[src/rtl/core/rtnh_pkg.sv]
// ----------------------------------------------------------------------------
// rtnh_pkg
// Shared types, constants and the multiply program for the ray-triangle
// nearest hit core.
// ----------------------------------------------------------------------------
package rtnh_pkg;

	localparam int COORD_WIDTH_DEF = 32;
	localparam int FRAC_BITS_DEF   = 16;
	localparam int DIST_W          = 31;
	localparam int BARY_W          = 17;
	localparam int CFG_IDX_W       = 3;
	localparam int MUL_CHUNK       = 16;
	localparam int PROG_W          = 5;
	localparam logic [PROG_W-1:0] PROG_DOT_END = PROG_W'(23);
	localparam logic [PROG_W-1:0] PROG_END     = PROG_W'(26);

	typedef enum logic [CFG_IDX_W-1:0] {
		CFG_ORIGIN_X = 3'd0,
		CFG_ORIGIN_Y = 3'd1,
		CFG_ORIGIN_Z = 3'd2,
		CFG_DIR_X    = 3'd3,
		CFG_DIR_Y    = 3'd4,
		CFG_DIR_Z    = 3'd5,
		CFG_MAX_DIST = 3'd6
	} cfg_reg_t;

	typedef enum logic [4:0] {
		OP_E1X, OP_E1Y, OP_E1Z,
		OP_E2X, OP_E2Y, OP_E2Z,
		OP_SX,  OP_SY,  OP_SZ,
		OP_NX,  OP_NY,  OP_NZ,
		OP_QX,  OP_QY,  OP_QZ,
		OP_DX,  OP_DY,  OP_DZ,
		OP_NU,  OP_NV,  OP_NT,
		OP_RC
	} opnd_t;

	typedef enum logic [3:0] {
		DST_NX, DST_NY, DST_NZ,
		DST_QX, DST_QY, DST_QZ,
		DST_DEN, DST_NU, DST_NV, DST_NT,
		DST_U, DST_V, DST_T
	} dst_t;

	typedef enum logic [1:0] {
		ACC_LOAD,
		ACC_ADD,
		ACC_SUB
	} acc_t;

	typedef struct packed {
		opnd_t a;
		opnd_t b;
		acc_t  op;
		logic  fin;
		logic  neg;
		dst_t  dst;
	} prog_t;

	typedef struct packed {
		logic              load;
		logic              mul_start;
		logic [PROG_W-1:0] prog_idx;
		logic              div_start;
		logic              commit;
		logic              emit;
	} ctrl_cmd_t;

	typedef struct packed {
		logic mul_busy;
		logic mul_done;
		logic div_busy;
		logic div_done;
		logic den_zero;
		logic last;
		logic out_free;
	} dp_sts_t;

	function automatic prog_t prog_entry(input logic [PROG_W-1:0] idx);
		prog_t p;
		p = '{a: OP_E1Y, b: OP_E2Z, op: ACC_LOAD, fin: 1'b0, neg: 1'b0, dst: DST_NX};
		case (idx)
			5'd0:  p = '{OP_E1Y, OP_E2Z, ACC_LOAD, 1'b0, 1'b0, DST_NX};
			5'd1:  p = '{OP_E1Z, OP_E2Y, ACC_SUB,  1'b1, 1'b0, DST_NX};
			5'd2:  p = '{OP_E1Z, OP_E2X, ACC_LOAD, 1'b0, 1'b0, DST_NY};
			5'd3:  p = '{OP_E1X, OP_E2Z, ACC_SUB,  1'b1, 1'b0, DST_NY};
			5'd4:  p = '{OP_E1X, OP_E2Y, ACC_LOAD, 1'b0, 1'b0, DST_NZ};
			5'd5:  p = '{OP_E1Y, OP_E2X, ACC_SUB,  1'b1, 1'b0, DST_NZ};
			5'd6:  p = '{OP_SY,  OP_DZ,  ACC_LOAD, 1'b0, 1'b0, DST_QX};
			5'd7:  p = '{OP_SZ,  OP_DY,  ACC_SUB,  1'b1, 1'b0, DST_QX};
			5'd8:  p = '{OP_SZ,  OP_DX,  ACC_LOAD, 1'b0, 1'b0, DST_QY};
			5'd9:  p = '{OP_SX,  OP_DZ,  ACC_SUB,  1'b1, 1'b0, DST_QY};
			5'd10: p = '{OP_SX,  OP_DY,  ACC_LOAD, 1'b0, 1'b0, DST_QZ};
			5'd11: p = '{OP_SY,  OP_DX,  ACC_SUB,  1'b1, 1'b0, DST_QZ};
			5'd12: p = '{OP_DX,  OP_NX,  ACC_LOAD, 1'b0, 1'b0, DST_DEN};
			5'd13: p = '{OP_DY,  OP_NY,  ACC_ADD,  1'b0, 1'b0, DST_DEN};
			5'd14: p = '{OP_DZ,  OP_NZ,  ACC_ADD,  1'b1, 1'b0, DST_DEN};
			5'd15: p = '{OP_QX,  OP_E2X, ACC_LOAD, 1'b0, 1'b0, DST_NU};
			5'd16: p = '{OP_QY,  OP_E2Y, ACC_ADD,  1'b0, 1'b0, DST_NU};
			5'd17: p = '{OP_QZ,  OP_E2Z, ACC_ADD,  1'b1, 1'b1, DST_NU};
			5'd18: p = '{OP_QX,  OP_E1X, ACC_LOAD, 1'b0, 1'b0, DST_NV};
			5'd19: p = '{OP_QY,  OP_E1Y, ACC_ADD,  1'b0, 1'b0, DST_NV};
			5'd20: p = '{OP_QZ,  OP_E1Z, ACC_ADD,  1'b1, 1'b0, DST_NV};
			5'd21: p = '{OP_NX,  OP_SX,  ACC_LOAD, 1'b0, 1'b0, DST_NT};
			5'd22: p = '{OP_NY,  OP_SY,  ACC_ADD,  1'b0, 1'b0, DST_NT};
			5'd23: p = '{OP_NZ,  OP_SZ,  ACC_ADD,  1'b1, 1'b1, DST_NT};
			5'd24: p = '{OP_NU,  OP_RC,  ACC_LOAD, 1'b1, 1'b0, DST_U};
			5'd25: p = '{OP_NV,  OP_RC,  ACC_LOAD, 1'b1, 1'b0, DST_V};
			5'd26: p = '{OP_NT,  OP_RC,  ACC_LOAD, 1'b1, 1'b0, DST_T};
			default: p = '{OP_E1Y, OP_E2Z, ACC_LOAD, 1'b0, 1'b0, DST_NX};
		endcase
		return p;
	endfunction

endpackage

[src/rtl/core/rtnh_ctrl.sv]
// ----------------------------------------------------------------------------
// rtnh_ctrl
// Sequencer: steps the multiply program, launches the reciprocal, commits
// the hit and hands the word to the output register.
// ----------------------------------------------------------------------------
module rtnh_ctrl (
	input  logic                  clk,
	input  logic                  arst_n,
	input  logic                  in_valid,
	output logic                  in_ready,
	input  rtnh_pkg::dp_sts_t     sts,
	output rtnh_pkg::ctrl_cmd_t   cmd
);
	import rtnh_pkg::*;

	typedef enum logic [6:0] {
		S_IDLE   = 7'b0000001,
		S_MSTART = 7'b0000010,
		S_MWAIT  = 7'b0000100,
		S_DSTART = 7'b0001000,
		S_DWAIT  = 7'b0010000,
		S_COMMIT = 7'b0100000,
		S_EMIT   = 7'b1000000
	} state_t;

	state_t            state_q, state_d;
	logic [PROG_W-1:0] pc_q, pc_d;

	assign in_ready = (state_q == S_IDLE);

	always_comb begin
		state_d = state_q;
		pc_d    = pc_q;
		cmd     = '0;
		cmd.prog_idx = pc_q;
		case (state_q)
			S_IDLE: begin
				if (in_valid) begin
					cmd.load = 1'b1;
					pc_d     = '0;
					state_d  = S_MSTART;
				end
			end
			S_MSTART: begin
				cmd.mul_start = 1'b1;
				state_d       = S_MWAIT;
			end
			S_MWAIT: begin
				if (sts.mul_done) begin
					if (pc_q == PROG_DOT_END) begin
						state_d = S_DSTART;
					end else if (pc_q == PROG_END) begin
						state_d = S_COMMIT;
					end else begin
						pc_d    = pc_q + PROG_W'(1);
						state_d = S_MSTART;
					end
				end
			end
			S_DSTART: begin
				if (sts.den_zero) begin
					state_d = sts.last ? S_EMIT : S_IDLE;
				end else begin
					cmd.div_start = 1'b1;
					state_d       = S_DWAIT;
				end
			end
			S_DWAIT: begin
				if (sts.div_done) begin
					pc_d    = pc_q + PROG_W'(1);
					state_d = S_MSTART;
				end
			end
			S_COMMIT: begin
				cmd.commit = 1'b1;
				state_d    = sts.last ? S_EMIT : S_IDLE;
			end
			S_EMIT: begin
				if (sts.out_free) begin
					cmd.emit = 1'b1;
					state_d  = S_IDLE;
				end
			end
			default: state_d = S_IDLE;
		endcase
	end

	always_ff @(posedge clk or negedge arst_n) begin
		if (!arst_n) begin
			state_q <= S_IDLE;
			pc_q    <= '0;
		end else begin
			state_q <= state_d;
			pc_q    <= pc_d;
		end
	end

	a_start_idle: assert property (@(posedge clk) disable iff (!arst_n)
		cmd.mul_start |-> !sts.mul_busy && !sts.div_busy)
		else $error("multiply launched while a unit is busy");
	a_div_nonzero: assert property (@(posedge clk) disable iff (!arst_n)
		cmd.div_start |-> !sts.den_zero)
		else $error("reciprocal launched on zero denominator");
	a_emit_free: assert property (@(posedge clk) disable iff (!arst_n)
		cmd.emit |-> sts.out_free && sts.last)
		else $error("word emitted into a full output register");
	a_div_done: assert property (@(posedge clk) disable iff (!arst_n)
		cmd.div_start |=> sts.div_busy)
		else $error("divider did not start");

endmodule

[src/rtl/core/rtnh_dp.sv]
// ----------------------------------------------------------------------------
// rtnh_dp
// Datapath: ray registers, edge vectors, shared chunked multiplier with
// accumulator, restoring reciprocal divider, nearest hit and output word.
// ----------------------------------------------------------------------------
module rtnh_dp #(
	parameter int COORD_WIDTH = rtnh_pkg::COORD_WIDTH_DEF,
	parameter int FRAC_BITS   = rtnh_pkg::FRAC_BITS_DEF,
	parameter int CFG_W       = (COORD_WIDTH > rtnh_pkg::DIST_W) ? COORD_WIDTH
		: rtnh_pkg::DIST_W
) (
	input  logic                              clk,
	input  logic                              arst_n,
	input  logic                              cfg_we,
	input  logic [rtnh_pkg::CFG_IDX_W-1:0]    cfg_index,
	input  logic [CFG_W-1:0]                  cfg_data,
	input  logic signed [COORD_WIDTH-1:0]     a_x,
	input  logic signed [COORD_WIDTH-1:0]     a_y,
	input  logic signed [COORD_WIDTH-1:0]     a_z,
	input  logic signed [COORD_WIDTH-1:0]     b_x,
	input  logic signed [COORD_WIDTH-1:0]     b_y,
	input  logic signed [COORD_WIDTH-1:0]     b_z,
	input  logic signed [COORD_WIDTH-1:0]     c_x,
	input  logic signed [COORD_WIDTH-1:0]     c_y,
	input  logic signed [COORD_WIDTH-1:0]     c_z,
	input  logic                              last_triangle,
	input  rtnh_pkg::ctrl_cmd_t               cmd,
	output rtnh_pkg::dp_sts_t                 sts,
	output logic                              out_valid,
	input  logic                              out_ready,
	output logic                              hit,
	output logic [rtnh_pkg::DIST_W-1:0]       distance,
	output logic [rtnh_pkg::BARY_W-1:0]       bary_u,
	output logic [rtnh_pkg::BARY_W-1:0]       bary_v,
	output logic [rtnh_pkg::BARY_W-1:0]       bary_w
);
	import rtnh_pkg::*;

	localparam int W    = COORD_WIDTH;
	localparam int QW   = 2 * FRAC_BITS + 1;
	localparam int MW   = (W > QW) ? W : QW;
	localparam int NCH  = (MW + MUL_CHUNK - 1) / MUL_CHUNK;
	localparam int BPW  = NCH * MUL_CHUNK;
	localparam int PW   = MW + BPW;
	localparam int XW   = (PW > 64) ? PW : 64;
	localparam int CW   = $clog2(NCH + 1);
	localparam int DCW  = $clog2(QW + 1);
	localparam logic [61:0]        MAG_LIM = 62'd1 << 61;
	localparam logic signed [63:0] SMAX    = (64'sd1 <<< (W - 1)) - 64'sd1;
	localparam logic signed [63:0] SMIN    = -SMAX - 64'sd1;
	localparam logic signed [63:0] ONE_Q   = 64'sd1 <<< FRAC_BITS;

	logic signed [W-1:0] org_q [3];
	logic signed [W-1:0] dir_q [3];
	logic [DIST_W-1:0]   max_dist_q;

	logic signed [W-1:0] e1_q [3];
	logic signed [W-1:0] e2_q [3];
	logic signed [W-1:0] s_q  [3];
	logic signed [W-1:0] n_q  [3];
	logic signed [W-1:0] qv_q [3];
	logic signed [W-1:0] den_q, nu_q, nv_q, nt_q;
	logic signed [63:0]  u_q, v_q, t_q;
	logic                last_q;

	prog_t               ent_q, ent_d;
	logic [MW-1:0]       am_q;
	logic [BPW-1:0]      bm_q;
	logic                mneg_q;
	logic [PW-1:0]       prod_q;
	logic [CW-1:0]       cnt_q;
	logic                mbusy_q, mdone_q;
	logic signed [63:0]  acc_q;

	logic [W-1:0]        dmag_q;
	logic [W-1:0]        rem_q;
	logic [QW-1:0]       quo_q;
	logic [DCW-1:0]      dcnt_q;
	logic                dbusy_q, ddone_q;

	logic [DIST_W-1:0]   near_dist_q;
	logic [BARY_W-1:0]   near_u_q, near_v_q, near_w_q;
	logic                any_hit_q;
	logic                out_valid_q;

	function automatic logic signed [W-1:0] sat_sub(input logic signed [W-1:0] x,
		input logic signed [W-1:0] y);
		logic signed [W:0] d;
		d = {x[W-1], x} - {y[W-1], y};
		if (d[W] != d[W-1])
			return d[W] ? {1'b1, {(W-1){1'b0}}} : {1'b0, {(W-1){1'b1}}};
		return d[W-1:0];
	endfunction

	function automatic logic signed [W-1:0] sat_w(input logic signed [63:0] x);
		if (x > SMAX)
			return W'(SMAX);
		if (x < SMIN)
			return W'(SMIN);
		return W'(x);
	endfunction

	function automatic logic signed [W-1:0] opnd_val(input opnd_t o);
		case (o)
			OP_E1X: return e1_q[0];
			OP_E1Y: return e1_q[1];
			OP_E1Z: return e1_q[2];
			OP_E2X: return e2_q[0];
			OP_E2Y: return e2_q[1];
			OP_E2Z: return e2_q[2];
			OP_SX:  return s_q[0];
			OP_SY:  return s_q[1];
			OP_SZ:  return s_q[2];
			OP_NX:  return n_q[0];
			OP_NY:  return n_q[1];
			OP_NZ:  return n_q[2];
			OP_QX:  return qv_q[0];
			OP_QY:  return qv_q[1];
			OP_QZ:  return qv_q[2];
			OP_DX:  return dir_q[0];
			OP_DY:  return dir_q[1];
			OP_DZ:  return dir_q[2];
			OP_NU:  return nu_q;
			OP_NV:  return nv_q;
			OP_NT:  return nt_q;
			default: return '0;
		endcase
	endfunction

	function automatic logic [W-1:0] mag_w(input logic signed [W-1:0] x);
		return x[W-1] ? W'(-x) : W'(x);
	endfunction

	// operand magnitudes and signs at launch
	logic signed [W-1:0] va, vb;
	logic [MW-1:0]       ma, mb;
	logic                sa, sb;

	always_comb begin
		ent_d = prog_entry(cmd.prog_idx);
		va    = opnd_val(ent_d.a);
		vb    = opnd_val(ent_d.b);
		ma    = MW'(mag_w(va));
		sa    = va[W-1];
		if (ent_d.b == OP_RC) begin
			mb = MW'(quo_q);
			sb = den_q[W-1];
		end else begin
			mb = MW'(mag_w(vb));
			sb = vb[W-1];
		end
	end

	// finish of one product: drop fraction, clamp, sign, accumulate
	logic [XW-1:0]       shx;
	logic [61:0]         tmag;
	logic signed [63:0]  term, acc_n, fin_v;
	logic signed [W-1:0] fin_w;

	always_comb begin
		shx   = XW'(prod_q >> FRAC_BITS);
		tmag  = (shx > XW'(MAG_LIM)) ? MAG_LIM : shx[61:0];
		term  = mneg_q ? -$signed({2'b00, tmag}) : $signed({2'b00, tmag});
		case (ent_q.op)
			ACC_ADD: acc_n = acc_q + term;
			ACC_SUB: acc_n = acc_q - term;
			default: acc_n = term;
		endcase
		fin_v = ent_q.neg ? -acc_n : acc_n;
		fin_w = sat_w(fin_v);
	end

	always_ff @(posedge clk or negedge arst_n) begin
		if (!arst_n) begin
			mbusy_q <= 1'b0;
			mdone_q <= 1'b0;
		end else begin
			mdone_q <= 1'b0;
			if (cmd.mul_start) begin
				mbusy_q <= 1'b1;
			end else if (mbusy_q && cnt_q == '0) begin
				mbusy_q <= 1'b0;
				mdone_q <= 1'b1;
			end
		end
	end

	always_ff @(posedge clk) begin
		if (cmd.mul_start) begin
			ent_q  <= ent_d;
			am_q   <= ma;
			bm_q   <= BPW'(mb);
			mneg_q <= sa ^ sb;
			prod_q <= '0;
			cnt_q  <= CW'(NCH);
		end else if (mbusy_q) begin
			if (cnt_q != '0) begin
				prod_q <= (prod_q << MUL_CHUNK)
					+ (PW'(am_q) * PW'(bm_q[BPW-1 -: MUL_CHUNK]));
				bm_q   <= bm_q << MUL_CHUNK;
				cnt_q  <= cnt_q - CW'(1);
			end else begin
				acc_q <= acc_n;
				if (ent_q.fin) begin
					case (ent_q.dst)
						DST_NX:  n_q[0]  <= fin_w;
						DST_NY:  n_q[1]  <= fin_w;
						DST_NZ:  n_q[2]  <= fin_w;
						DST_QX:  qv_q[0] <= fin_w;
						DST_QY:  qv_q[1] <= fin_w;
						DST_QZ:  qv_q[2] <= fin_w;
						DST_DEN: den_q   <= fin_w;
						DST_NU:  nu_q    <= fin_w;
						DST_NV:  nv_q    <= fin_w;
						DST_NT:  nt_q    <= fin_w;
						DST_U:   u_q     <= fin_v;
						DST_V:   v_q     <= fin_v;
						DST_T:   t_q     <= fin_v;
						default: acc_q   <= acc_n;
					endcase
				end
			end
		end
	end

	// restoring divider: 2^(2F) / |den|, one quotient bit a cycle
	logic [W:0] r2;
	assign r2 = {rem_q, (dcnt_q == DCW'(QW))};

	always_ff @(posedge clk or negedge arst_n) begin
		if (!arst_n) begin
			dbusy_q <= 1'b0;
			ddone_q <= 1'b0;
		end else begin
			ddone_q <= 1'b0;
			if (cmd.div_start) begin
				dbusy_q <= 1'b1;
			end else if (dbusy_q && dcnt_q == DCW'(1)) begin
				dbusy_q <= 1'b0;
				ddone_q <= 1'b1;
			end
		end
	end

	always_ff @(posedge clk) begin
		if (cmd.div_start) begin
			dmag_q <= mag_w(den_q);
			rem_q  <= '0;
			quo_q  <= '0;
			dcnt_q <= DCW'(QW);
		end else if (dbusy_q) begin
			if (r2 >= {1'b0, dmag_q}) begin
				rem_q <= W'(r2 - {1'b0, dmag_q});
				quo_q <= {quo_q[QW-2:0], 1'b1};
			end else begin
				rem_q <= W'(r2);
				quo_q <= {quo_q[QW-2:0], 1'b0};
			end
			dcnt_q <= dcnt_q - DCW'(1);
		end
	end

	// edges at accept
	always_ff @(posedge clk) begin
		if (cmd.load) begin
			e1_q[0] <= sat_sub(b_x, a_x);
			e1_q[1] <= sat_sub(b_y, a_y);
			e1_q[2] <= sat_sub(b_z, a_z);
			e2_q[0] <= sat_sub(c_x, a_x);
			e2_q[1] <= sat_sub(c_y, a_y);
			e2_q[2] <= sat_sub(c_z, a_z);
			s_q[0]  <= sat_sub(org_q[0], a_x);
			s_q[1]  <= sat_sub(org_q[1], a_y);
			s_q[2]  <= sat_sub(org_q[2], a_z);
			last_q  <= last_triangle;
		end
	end

	// hit test
	logic signed [63:0] uv_sum, w_full;
	logic               in_tri, t_ok, hit_ok;

	always_comb begin
		uv_sum = u_q + v_q;
		w_full = ONE_Q - u_q - v_q;
		in_tri = !(u_q < 0 || u_q > ONE_Q || v_q < 0 || v_q > ONE_Q || uv_sum > ONE_Q);
		t_ok   = (t_q > 0) && (t_q < $signed({33'd0, near_dist_q}));
		hit_ok = in_tri && t_ok;
	end

	always_ff @(posedge clk or negedge arst_n) begin
		if (!arst_n) begin
			org_q[0]    <= '0;
			org_q[1]    <= '0;
			org_q[2]    <= '0;
			dir_q[0]    <= W'(ONE_Q);
			dir_q[1]    <= '0;
			dir_q[2]    <= '0;
			max_dist_q  <= '1;
			near_dist_q <= '1;
			near_u_q    <= '0;
			near_v_q    <= '0;
			near_w_q    <= '0;
			any_hit_q   <= 1'b0;
			out_valid_q <= 1'b0;
		end else begin
			if (cfg_we) begin
				case (cfg_index)
					CFG_ORIGIN_X: org_q[0] <= cfg_data[W-1:0];
					CFG_ORIGIN_Y: org_q[1] <= cfg_data[W-1:0];
					CFG_ORIGIN_Z: org_q[2] <= cfg_data[W-1:0];
					CFG_DIR_X:    dir_q[0] <= cfg_data[W-1:0];
					CFG_DIR_Y:    dir_q[1] <= cfg_data[W-1:0];
					CFG_DIR_Z:    dir_q[2] <= cfg_data[W-1:0];
					CFG_MAX_DIST: begin
						max_dist_q <= cfg_data[DIST_W-1:0];
						if (!any_hit_q)
							near_dist_q <= cfg_data[DIST_W-1:0];
					end
					default: max_dist_q <= max_dist_q;
				endcase
			end
			if (cmd.commit && hit_ok) begin
				near_dist_q <= t_q[DIST_W-1:0];
				near_u_q    <= u_q[BARY_W-1:0];
				near_v_q    <= v_q[BARY_W-1:0];
				near_w_q    <= w_full[BARY_W-1:0];
				any_hit_q   <= 1'b1;
			end
			if (out_valid_q && out_ready)
				out_valid_q <= 1'b0;
			if (cmd.emit) begin
				out_valid_q <= 1'b1;
				near_dist_q <= max_dist_q;
				near_u_q    <= '0;
				near_v_q    <= '0;
				near_w_q    <= '0;
				any_hit_q   <= 1'b0;
			end
		end
	end

	always_ff @(posedge clk) begin
		if (cmd.emit) begin
			hit      <= any_hit_q;
			distance <= near_dist_q;
			bary_u   <= near_u_q;
			bary_v   <= near_v_q;
			bary_w   <= near_w_q;
		end
	end

	assign out_valid = out_valid_q;

	always_comb begin
		sts          = '0;
		sts.mul_busy = mbusy_q;
		sts.mul_done = mdone_q;
		sts.div_busy = dbusy_q;
		sts.div_done = ddone_q;
		sts.den_zero = (den_q == '0);
		sts.last     = last_q;
		sts.out_free = !out_valid_q || out_ready;
	end

	a_one_unit: assert property (@(posedge clk) disable iff (!arst_n)
		!(mbusy_q && dbusy_q))
		else $error("multiplier and divider busy together");
	a_miss_clear: assert property (@(posedge clk) disable iff (!arst_n)
		!any_hit_q |-> near_u_q == '0 && near_v_q == '0 && near_w_q == '0)
		else $error("barycentrics held without a hit");
	a_emit_rearm: assert property (@(posedge clk) disable iff (!arst_n)
		cmd.emit |=> !any_hit_q && out_valid_q)
		else $error("re-arm after emit failed");

endmodule

[src/rtl/core/ray_triangle_nearest_hit_core.sv]
// ----------------------------------------------------------------------------
// ray_triangle_nearest_hit_core
// Nearest ray-triangle hit over a run of triangles, Q16.16 fixed point.
// ----------------------------------------------------------------------------
// One triangle word is taken at a time. Each triangle runs 27 fixed-point
// products through one shared multiplier, which works in 16-bit chunks and
// has a launch and a writeback around each product, and one reciprocal
// through a restoring divider with a 2F+1 bit quotient. A zero denominator
// skips the reciprocal and the last three products. The result word of a
// ray is held in an output register, so the next triangle is taken while it
// waits.
module ray_triangle_nearest_hit_core #(
	parameter int COORD_WIDTH = rtnh_pkg::COORD_WIDTH_DEF,
	parameter int FRAC_BITS   = rtnh_pkg::FRAC_BITS_DEF,
	parameter int CFG_W       = (COORD_WIDTH > rtnh_pkg::DIST_W) ? COORD_WIDTH
		: rtnh_pkg::DIST_W
) (
	input  logic                              clk,
	input  logic                              arst_n,
	input  logic                              cfg_we,
	input  logic [rtnh_pkg::CFG_IDX_W-1:0]    cfg_index,
	input  logic [CFG_W-1:0]                  cfg_data,
	input  logic                              in_valid,
	output logic                              in_ready,
	input  logic signed [COORD_WIDTH-1:0]     a_x,
	input  logic signed [COORD_WIDTH-1:0]     a_y,
	input  logic signed [COORD_WIDTH-1:0]     a_z,
	input  logic signed [COORD_WIDTH-1:0]     b_x,
	input  logic signed [COORD_WIDTH-1:0]     b_y,
	input  logic signed [COORD_WIDTH-1:0]     b_z,
	input  logic signed [COORD_WIDTH-1:0]     c_x,
	input  logic signed [COORD_WIDTH-1:0]     c_y,
	input  logic signed [COORD_WIDTH-1:0]     c_z,
	input  logic                              last_triangle,
	output logic                              out_valid,
	input  logic                              out_ready,
	output logic                              hit,
	output logic [rtnh_pkg::DIST_W-1:0]       distance,
	output logic [rtnh_pkg::BARY_W-1:0]       bary_u,
	output logic [rtnh_pkg::BARY_W-1:0]       bary_v,
	output logic [rtnh_pkg::BARY_W-1:0]       bary_w
);
	import rtnh_pkg::*;

	ctrl_cmd_t cmd;
	dp_sts_t   sts;

	rtnh_ctrl u_ctrl (
		.clk      (clk),
		.arst_n   (arst_n),
		.in_valid (in_valid),
		.in_ready (in_ready),
		.sts      (sts),
		.cmd      (cmd)
	);

	rtnh_dp #(
		.COORD_WIDTH (COORD_WIDTH),
		.FRAC_BITS   (FRAC_BITS),
		.CFG_W       (CFG_W)
	) u_dp (
		.clk           (clk),
		.arst_n        (arst_n),
		.cfg_we        (cfg_we),
		.cfg_index     (cfg_index),
		.cfg_data      (cfg_data),
		.a_x           (a_x),
		.a_y           (a_y),
		.a_z           (a_z),
		.b_x           (b_x),
		.b_y           (b_y),
		.b_z           (b_z),
		.c_x           (c_x),
		.c_y           (c_y),
		.c_z           (c_z),
		.last_triangle (last_triangle),
		.cmd           (cmd),
		.sts           (sts),
		.out_valid     (out_valid),
		.out_ready     (out_ready),
		.hit           (hit),
		.distance      (distance),
		.bary_u        (bary_u),
		.bary_v        (bary_v),
		.bary_w        (bary_w)
	);

endmodule

[config.mk]
export PLATFORM = sky130hd
export DESIGN_NAME = ray_triangle_nearest_hit_core
export DESIGN_NICKNAME = d
export VERILOG_FILES = /design/src/rtl/core/rtnh_pkg.sv /design/src/rtl/core/rtnh_ctrl.sv /design/src/rtl/core/rtnh_dp.sv /design/src/rtl/core/ray_triangle_nearest_hit_core.sv
export SDC_FILE = /design/constraint.sdc
export NUM_CORES = 2
export LEC_CHECK = 0
export ABC_CLOCK_PERIOD_IN_PS = 12420
export BUFFER_PORTS_ARGS = -buffer_cell sky130_fd_sc_hd__buf_2
export CAP_MARGIN = 20
export CELL_PAD_IN_SITES_DETAIL_PLACEMENT = 1
export CELL_PAD_IN_SITES_GLOBAL_PLACEMENT = 2
export CORE_MARGIN = 2
export CORE_UTILIZATION = 31
export CTS_CLUSTER_SIZE = 10
export DETAILED_ROUTE_END_ITERATION = 7
export PLACE_DENSITY = 0.65
export SLEW_MARGIN = 5
export SYNTH_ARGS = -nofsm -noshare
export SYNTH_HDL_FRONTEND = slang
export SYNTH_SLANG_ARGS = --single-unit
[constraint.sdc]
create_clock -name clk -period 12.42 [get_ports clk]
set_clock_uncertainty 0.1 [all_clocks]
set_input_delay 0.621 -clock clk [delete_from_list [all_inputs] [get_ports clk]]
set_output_delay 0.621 -clock clk [all_outputs]
set_load 0.01 [all_outputs]
## Word-level counts from Yosys, hierarchy flattened

Memories as Yosys holds them, arrays and structs flattened.
Cells that the tools add are included.

- Bits of input ports: 329
- Logic and storage cells: 408
- Bits in latches: 0
- Memories: 6
- ROM bits: 576
- Register bits: 1066
- RAM bits: 480
- Output and inout port bits: 85

- Bitwise logic cells: 3
- Mux-type cells: 173
- Equal/unequal tests: 88
- Add/sub/neg operators: 24
- Shift operators: 0
- Multiply operators: 1
- Magnitude comparators: 11
- Reduce and logical (&&, ||, !) cells: 53
- Divide/modulo/power cells: 0

Memories:

| name | words | bits a word | read ports | clocked after memory_dff | write ports | line | text |
|---|---|---|---|---|---|---|---|
| (name not given) | 32 | 18 | 1 | 0 | 0 | rtnh_pkg.sv:83 | `case (idx)` |
| u_dp.e1_q | 3 | 32 | 3 | 0 | 3 | rtnh_dp.sv:57 | `logic signed [W-1:0] e1_q [3];` |
| u_dp.e2_q | 3 | 32 | 3 | 0 | 3 | rtnh_dp.sv:58 | `logic signed [W-1:0] e2_q [3];` |
| u_dp.n_q | 3 | 32 | 3 | 0 | 1 | rtnh_dp.sv:60 | `logic signed [W-1:0] n_q [3];` |
| u_dp.qv_q | 3 | 32 | 3 | 0 | 1 | rtnh_dp.sv:61 | `logic signed [W-1:0] qv_q [3];` |
| u_dp.s_q | 3 | 32 | 3 | 0 | 3 | rtnh_dp.sv:59 | `logic signed [W-1:0] s_q [3];` |

Operators with widths:

| cell | count |
|---|---|
| $mux W32 | 46 |
| $pmux W32 S21 | 2 |
| $sub A32 B32 Y33 | 9 |
| $mux W31 | 7 |
| $gt A64 B18 Y1 const B | 3 |
| $mux W33 | 4 |
| $add A64 B64 Y64 | 2 |
| $lt A64 B1 Y1 const B | 2 |
| $mux W64 | 2 |
| $pmux W64 S2 | 1 |
| $reduce_or A32 Y1 | 4 |
| $mux W17 | 6 |
| $neg A32 Y32 | 3 |
| $mux W1 | 85 |
| $add A81 B49 Y81 | 1 |
| $eq A5 B4 Y1 const B | 16 |
| $eq A5 B5 Y1 const B | 13 |
| $gt A65 B62 Y1 const B | 1 |
| $gt A64 B1 Y1 const B | 1 |
| $gt A64 B32 Y1 const B | 1 |
| $lt A64 B32 Y1 | 1 |
| $lt A64 B32 Y1 const B | 1 |
| $neg A62 Y64 | 1 |
| $neg A64 Y64 | 1 |
| other kinds (58) | 140 |

## Depth between registers and ports, before layout

- Depth after elaboration: 15
- Depth in mapped cells: 50
- Gate-level depth less buffers: 43

## Hierarchy

Synthesis repeated with hierarchy kept, for this count alone.

- Cells, all modules: 11969
- Area total of the unflattened synthesis: 115310.6 um2

By module, submodules not included:

| module | area each (um2) | cells an instance | instances | seq. area each (um2) |
|---|---|---|---|---|
| rtnh_dp | 114431.0 | 11881 | 1 | 42894.9 |
| rtnh_ctrl | 879.6 | 88 | 1 | 301.5 |

## Worst setup path before layout

No wires, ideal clock.

- Path type: register -> register
- Start point: register u_dp.prod_q[45]
- End point: register u_dp.den_q[26], data pin
- Period minus slack after synthesis: 11402 ps
- Arrival time: 11009 ps
- Stages on the path, launching flop included: 44
- Setup time: 294 ps
- Path slack: 1018 ps
- Path buffers: 9
- Required time: 12026 ps
- Cells stage by stage: dfxtp_1 > buf_6 > or3_1 > or4_1 > nor4bb_1 > buf_4 > a21o_4 > buf_4 > buf_4 > buf_2 > buf_1 > nand2_1 > ha_1 > clkbuf_1 > inv_1 > nand2_1 > clkbuf_1 > a211oi_1 > [... 8 more ...] > clkbuf_1 > nand3_1 > or4_1 > nor3_1 > o21ai_1 > a21o_1 > a221o_1 > or2_2 > or4_1 > or2_2 > o41ai_1 > xnor2_1 > nand4_1 > or4_1 > nor4_1 > nand4_1 > o31a_1 > o31ai_1

- Word-level cells in the longest chain between the ends: 13
- Elaborated cells between the ends (all ways): 17
- Classes of those cells: 4 x add/sub; 3 x order compare; 10 x mux

Ends and longest elaborated chain:

| item | line | text |
|---|---|---|
| from (decl) | rtnh_dp.sv:70 | `logic [PW-1:0] prod_q;` |
| from (signal assigned) | rtnh_dp.sv:198 | `prod_q <= (prod_q << MUL_CHUNK)` |
| $gt A65 B62 Y1 | rtnh_dp.sv:162 | `tmag = (shx > XW'(MAG_LIM)) ? MAG_LIM : shx[61:0];` |
| $mux W62 * | rtnh_dp.sv:162 |  |
| $neg A62 Y64 | rtnh_dp.sv:163 | `term = mneg_q ? -$signed({2'b00, tmag}) : $signed({2'b00, tmag});` |
| $mux W64 * | rtnh_dp.sv:163 |  |
| $sub A64 B64 Y64 / $add A64 B64 Y64 (equally long branches) | rtnh_dp.sv:166, rtnh_dp.sv:165 |  |
| $pmux W64 S2 * | rtnh_dp.sv:164 | `case (ent_q.op)` |
| via u_dp.acc_n[33] | rtnh_dp.sv:157 | `logic signed [63:0] term, acc_n, fin_v;` |
| $neg A64 Y64 * | rtnh_dp.sv:169 | `fin_v = ent_q.neg ? -acc_n : acc_n;` |
| $mux W64 * | rtnh_dp.sv:169 |  |
| via u_dp.fin_v[43] | rtnh_dp.sv:157 |  |
| $lt A64 B32 Y1 | rtnh_dp.sv:98 | `if (x < SMIN)` |
| $mux W1 (2 in series) | rtnh_dp.sv:98 |  |
| $mux W32 | rtnh_dp.sv:100 | `return W'(x);` |
| $mux W32 * | rtnh_dp.sv:98 |  |
| via u_dp.fin_w[26] | rtnh_dp.sv:158 | `logic signed [W-1:0] fin_w;` |
| to (signal assigned) | rtnh_dp.sv:212 | `DST_DEN: den_q <= fin_w;` |
| to (decl) | rtnh_dp.sv:62 | `logic signed [W-1:0] den_q, nu_q, nv_q, nt_q;` |

Mark *: on every way through the listed nets, which the timed path passes. The rest lies on a longest branch. The select of a mux whose other input is x is not followed.
A chain may end at the register's enable or synchronous reset.

## Final worst setup path

- Start point: register u_dp.prod_q[45]
- End point: register u_dp.den_q[6], data pin

The elaborated chain is that of the path after synthesis.

==> summary.md <==
| Metric | Value |
|---|---|
| Worst setup SP type | `register` |
| Largest net degree at the start of global routing | `approximately 140` |
| Minimum clock period | `11.81 ns` |
| First-pass GRT wire length | `between 700,000 and 800,000 um` |
| Top_reg_cell synth | `edfxtp_1` |
| Asr flop ratio synth | `20.89%` |
| FP Rows | `around 220` |
| RD Place Congestion | `roughly 0.96` |
| Hold Violations, Final | `0` |
| Status | `completed` |
| Overflow after GRT | `0` |
| Maximum cell stage delay along the critical path | `approximately 0.62 ns` |
| Vias per inst | `5.819` |
| Seq/Total Area, Yosys | `about two fifths` |
| Vias | `98,650` |
| CP Capture Type | `register` |
| Count of cell types in the netlist | `about 110` |
| RSZ-0062 raised after global routing | `false` |
| Worst Path Arrival | `approximately 12 ns` |
| Area delta synth->final | `13.56%` |
| Mapped cell area | `~110,000 um2` |
| Routed len/inst | `31.06 um` |
| Root Buffer | `clkbuf_16` |
| Post-synth top cells | `1,124 x nand2_1, 1,054 x edfxtp_1, 866 x inv_1` |
| Critical path data required time | `~13 ns` |
| Synth top area cells | `edfxtp_1 28%, fa_1 7.7%, ha_1 7.5%` |
| Initial antenna violation count | `47` |
| Num CTS Buffers | `around 200` |
| Number of global-route vias before repair | `101,600` |
| H-tree levels | `4` |
| Clock latency on the worst-skew pair | `0.94 ns` |
| Initial DRC Count | `roughly 9,500` |
| Clock-pin slew on the worst setup and hold paths | `~0.060 ns` |
| CORE AREA | `~360,000 um2` |
| Area occupied by multi-input gates | `64,970 um2` |
| Drt first pass iters | `6` |
| Final Max Slew Viols | `0` |
| Tot GR Track Use | `between 20 and 30%` |
| Number of nets in the layout | `roughly 13,000` |
| Util after Layout | `35.39%` |
| Clock Sinks | `1,546` |
| Max-cap violation count | `0` |
| Pre-CTS WS | `just under 0.04 ns` |
| Initial Util | `31.16%` |
| Syn Nets | `12,990` |
| Crit path max-delay cell type | `or4_1` |
| Ys Warns | `0` |
| CTS max path bufs | `4` |
| Die X | `about 610 um` |
| CTS tree | `yes` |
| Syn Area/Cell | `approximately 9.8 um2` |
| Wirelength, routed | `about 530,000 um` |
| Worst Slack Setup Final | `between 0.6 and 0.7 ns` |
| Slew headroom | `between 10% and 20%` |
| Hpwl dp | `398,000 um` |
| Worst Path Class, Setup | `reg -> reg` |
| Most common cell on crit path | `a21oi_1` |
| Synth area leader | `edfxtp_1` |
| ANT nets after route | `0` |
| Cell count after synthesis | `between 10,000 and 15,000` |
| Fin crit share | `95.09%` |
| Number of synthesized flops with an enable pin | `1,054` |
| Hold WC Path Type | `in -> reg` |
| Layout cells sized above 1 | `~13%` |
| Worst-case hold slack | `about 0.075 ns` |
| Worst Tran Pin Value | `about 1.3 ns` |
| Drt drc | `0` |
| Register area | `between 40,000 and 50,000 um2` |
| Most common cell in the netlist | `nand2_1` |
| Post-synth top area share | `~28%` |
| Endpoints failing setup | `0` |
| Die area | `roughly 370,000 um2` |
| FMAX | `between 80 and 90 MHz` |
| IO buf count | `between 400 and 500` |
| Number of I/O pins | `just over 400` |
| Chip height | `slightly above 600 um` |
| Setup TNS | `0 ns` |
| #FFs+latches synth | `about 1,500` |
| Max FO, Critical Path | `14` |
| Layout fillers | `a little over 40,000` |
==> worst max-delay path: cells and delay by family (launching register included) <==
family                   cells  cell delay (ns)
buffers and inverters        6             1.09
flip-flops                   1             0.41
AND/OR/NAND/NOR             15             4.60
adder cells (fa/ha/maj)      2             0.74
XOR/XNOR                     2             0.42
AO/OA/AOI/OAI               18             4.09
==> cell families after synthesis <==
group,share of synthesized area (%)
XOR/XNOR,4.992
multiplexers,3.655
buffers and inverters,4.731
AND/OR/NAND/NOR,14.91
adder cells (fa/ha/maj),15.30
flip-flops,38.24
AO/OA/AOI/OAI,18.17
==> repair_timing <==
action,in CTS,in global routing
endpoints found under the hold margin,87,0
gates cloned,0,1
pin swaps,0,3
hold buffers,5,0
setup endpoints to repair,66,311
buffers inserted,0,10
resized for setup,1,24
==> flip-flops by register name, indices dropped and copies added, names as in the netlist, 32 cells and up <==
name,cells
u_dp.dmag_q,32
u_dp.dir_q,96
u_dp.e1_q,96
u_dp.v_q,64
u_dp.prod_q,81
u_dp.bm_q,48
u_dp.acc_q,64
u_dp.org_q,96
u_dp.t_q,64
u_dp.quo_q,33
u_dp.nu_q,32
u_dp.am_q,32
u_dp.qv_q,96
u_dp.u_q,64
u_dp.n_q,96
u_dp.s_q,96
u_dp.e2_q,96
u_dp.den_q,32
u_dp.nv_q,32
u_dp.rem_q,32
u_dp.nt_q,32
==> routing by layer <==
metal	up-vias	share of wire (%)	GRT usage, %
met4	14	5.6	13.45
met1	50400	41	35.32
li1	43130	-	-
met5	-	0.018	0
met2	4024	46	45.34
met3	1089	6.8	3.974
==> metrics by stage <==
stage / instances / instance area (um2)
floorplan: 11550 / 113000
global placement: 16520 / 121600
detailed placement: 16520 / 121700
CTS: 16890 / 128000
global route: 16940 / 128300
finish: 16950 / 128300
==> cell type report <==
cell class / instances / area share (%)
Timing Repair Buffer: 720 / 3.495
Sequential cell: 1546 / 33.68
Clock buffer: 317 / 4.474
Clock inverter: 51 / 0.3911
Antenna cell: 46 / 0.08973
Tap cell: 4794 / 4.675
Inverter: 872 / 2.557
Multi-Input combinational cell: 8606 / 50.64
==> worst paths after layout <==
| kind | from | slack [ns] | cells past startpoint | endpoint |
|---|---|---|---|---|
| setup / recovery | u_dp.prod_q[45]$_SDFFE_PP0P_ | 0.61 | 43 | u_dp.den_q[6]$_DFFE_PP_ |
| hold / removal | cfg_data[0] | 0.08 | 3 | u_dp.org_q[0]$_DFFE_PN0P_ |
| setup reg to reg | u_dp.prod_q[45]$_SDFFE_PP0P_ | 0.61 | 43 | u_dp.den_q[6]$_DFFE_PP_ |
| hold reg to reg | u_dp.near_u_q[9]$_DFFE_PN0P_ | 0.34 | 0 | u_dp.bary_u[9]$_DFFE_PP_ |
| max in group asynchronous | arst_n | 9.86 | 4 | u_dp.org_q[26]$_DFFE_PN0P_ |
| min in group asynchronous | arst_n | 0.22 | 2 | u_dp.org_q[0]$_DFFE_PN0P_ |
==> cell usage in the layout (no fill, tap or decap), types with 291 or more instances in the layout <==
cell      synthesis  final
nand2_1        1124   1119
edfxtp_1       1054   1054
inv_1           866    864
a21oi_1         733    730
ha_1            676    675
nor2_1          642    589
o21ai_0         581    579
fa_1            432    432
buf_2            14    414
xnor2_1         402    389
buf_4             3    291
Power is left out: the tool's default activity adds up to more than one toggle a clock period on the data nets, which glitch-free logic cannot reach.
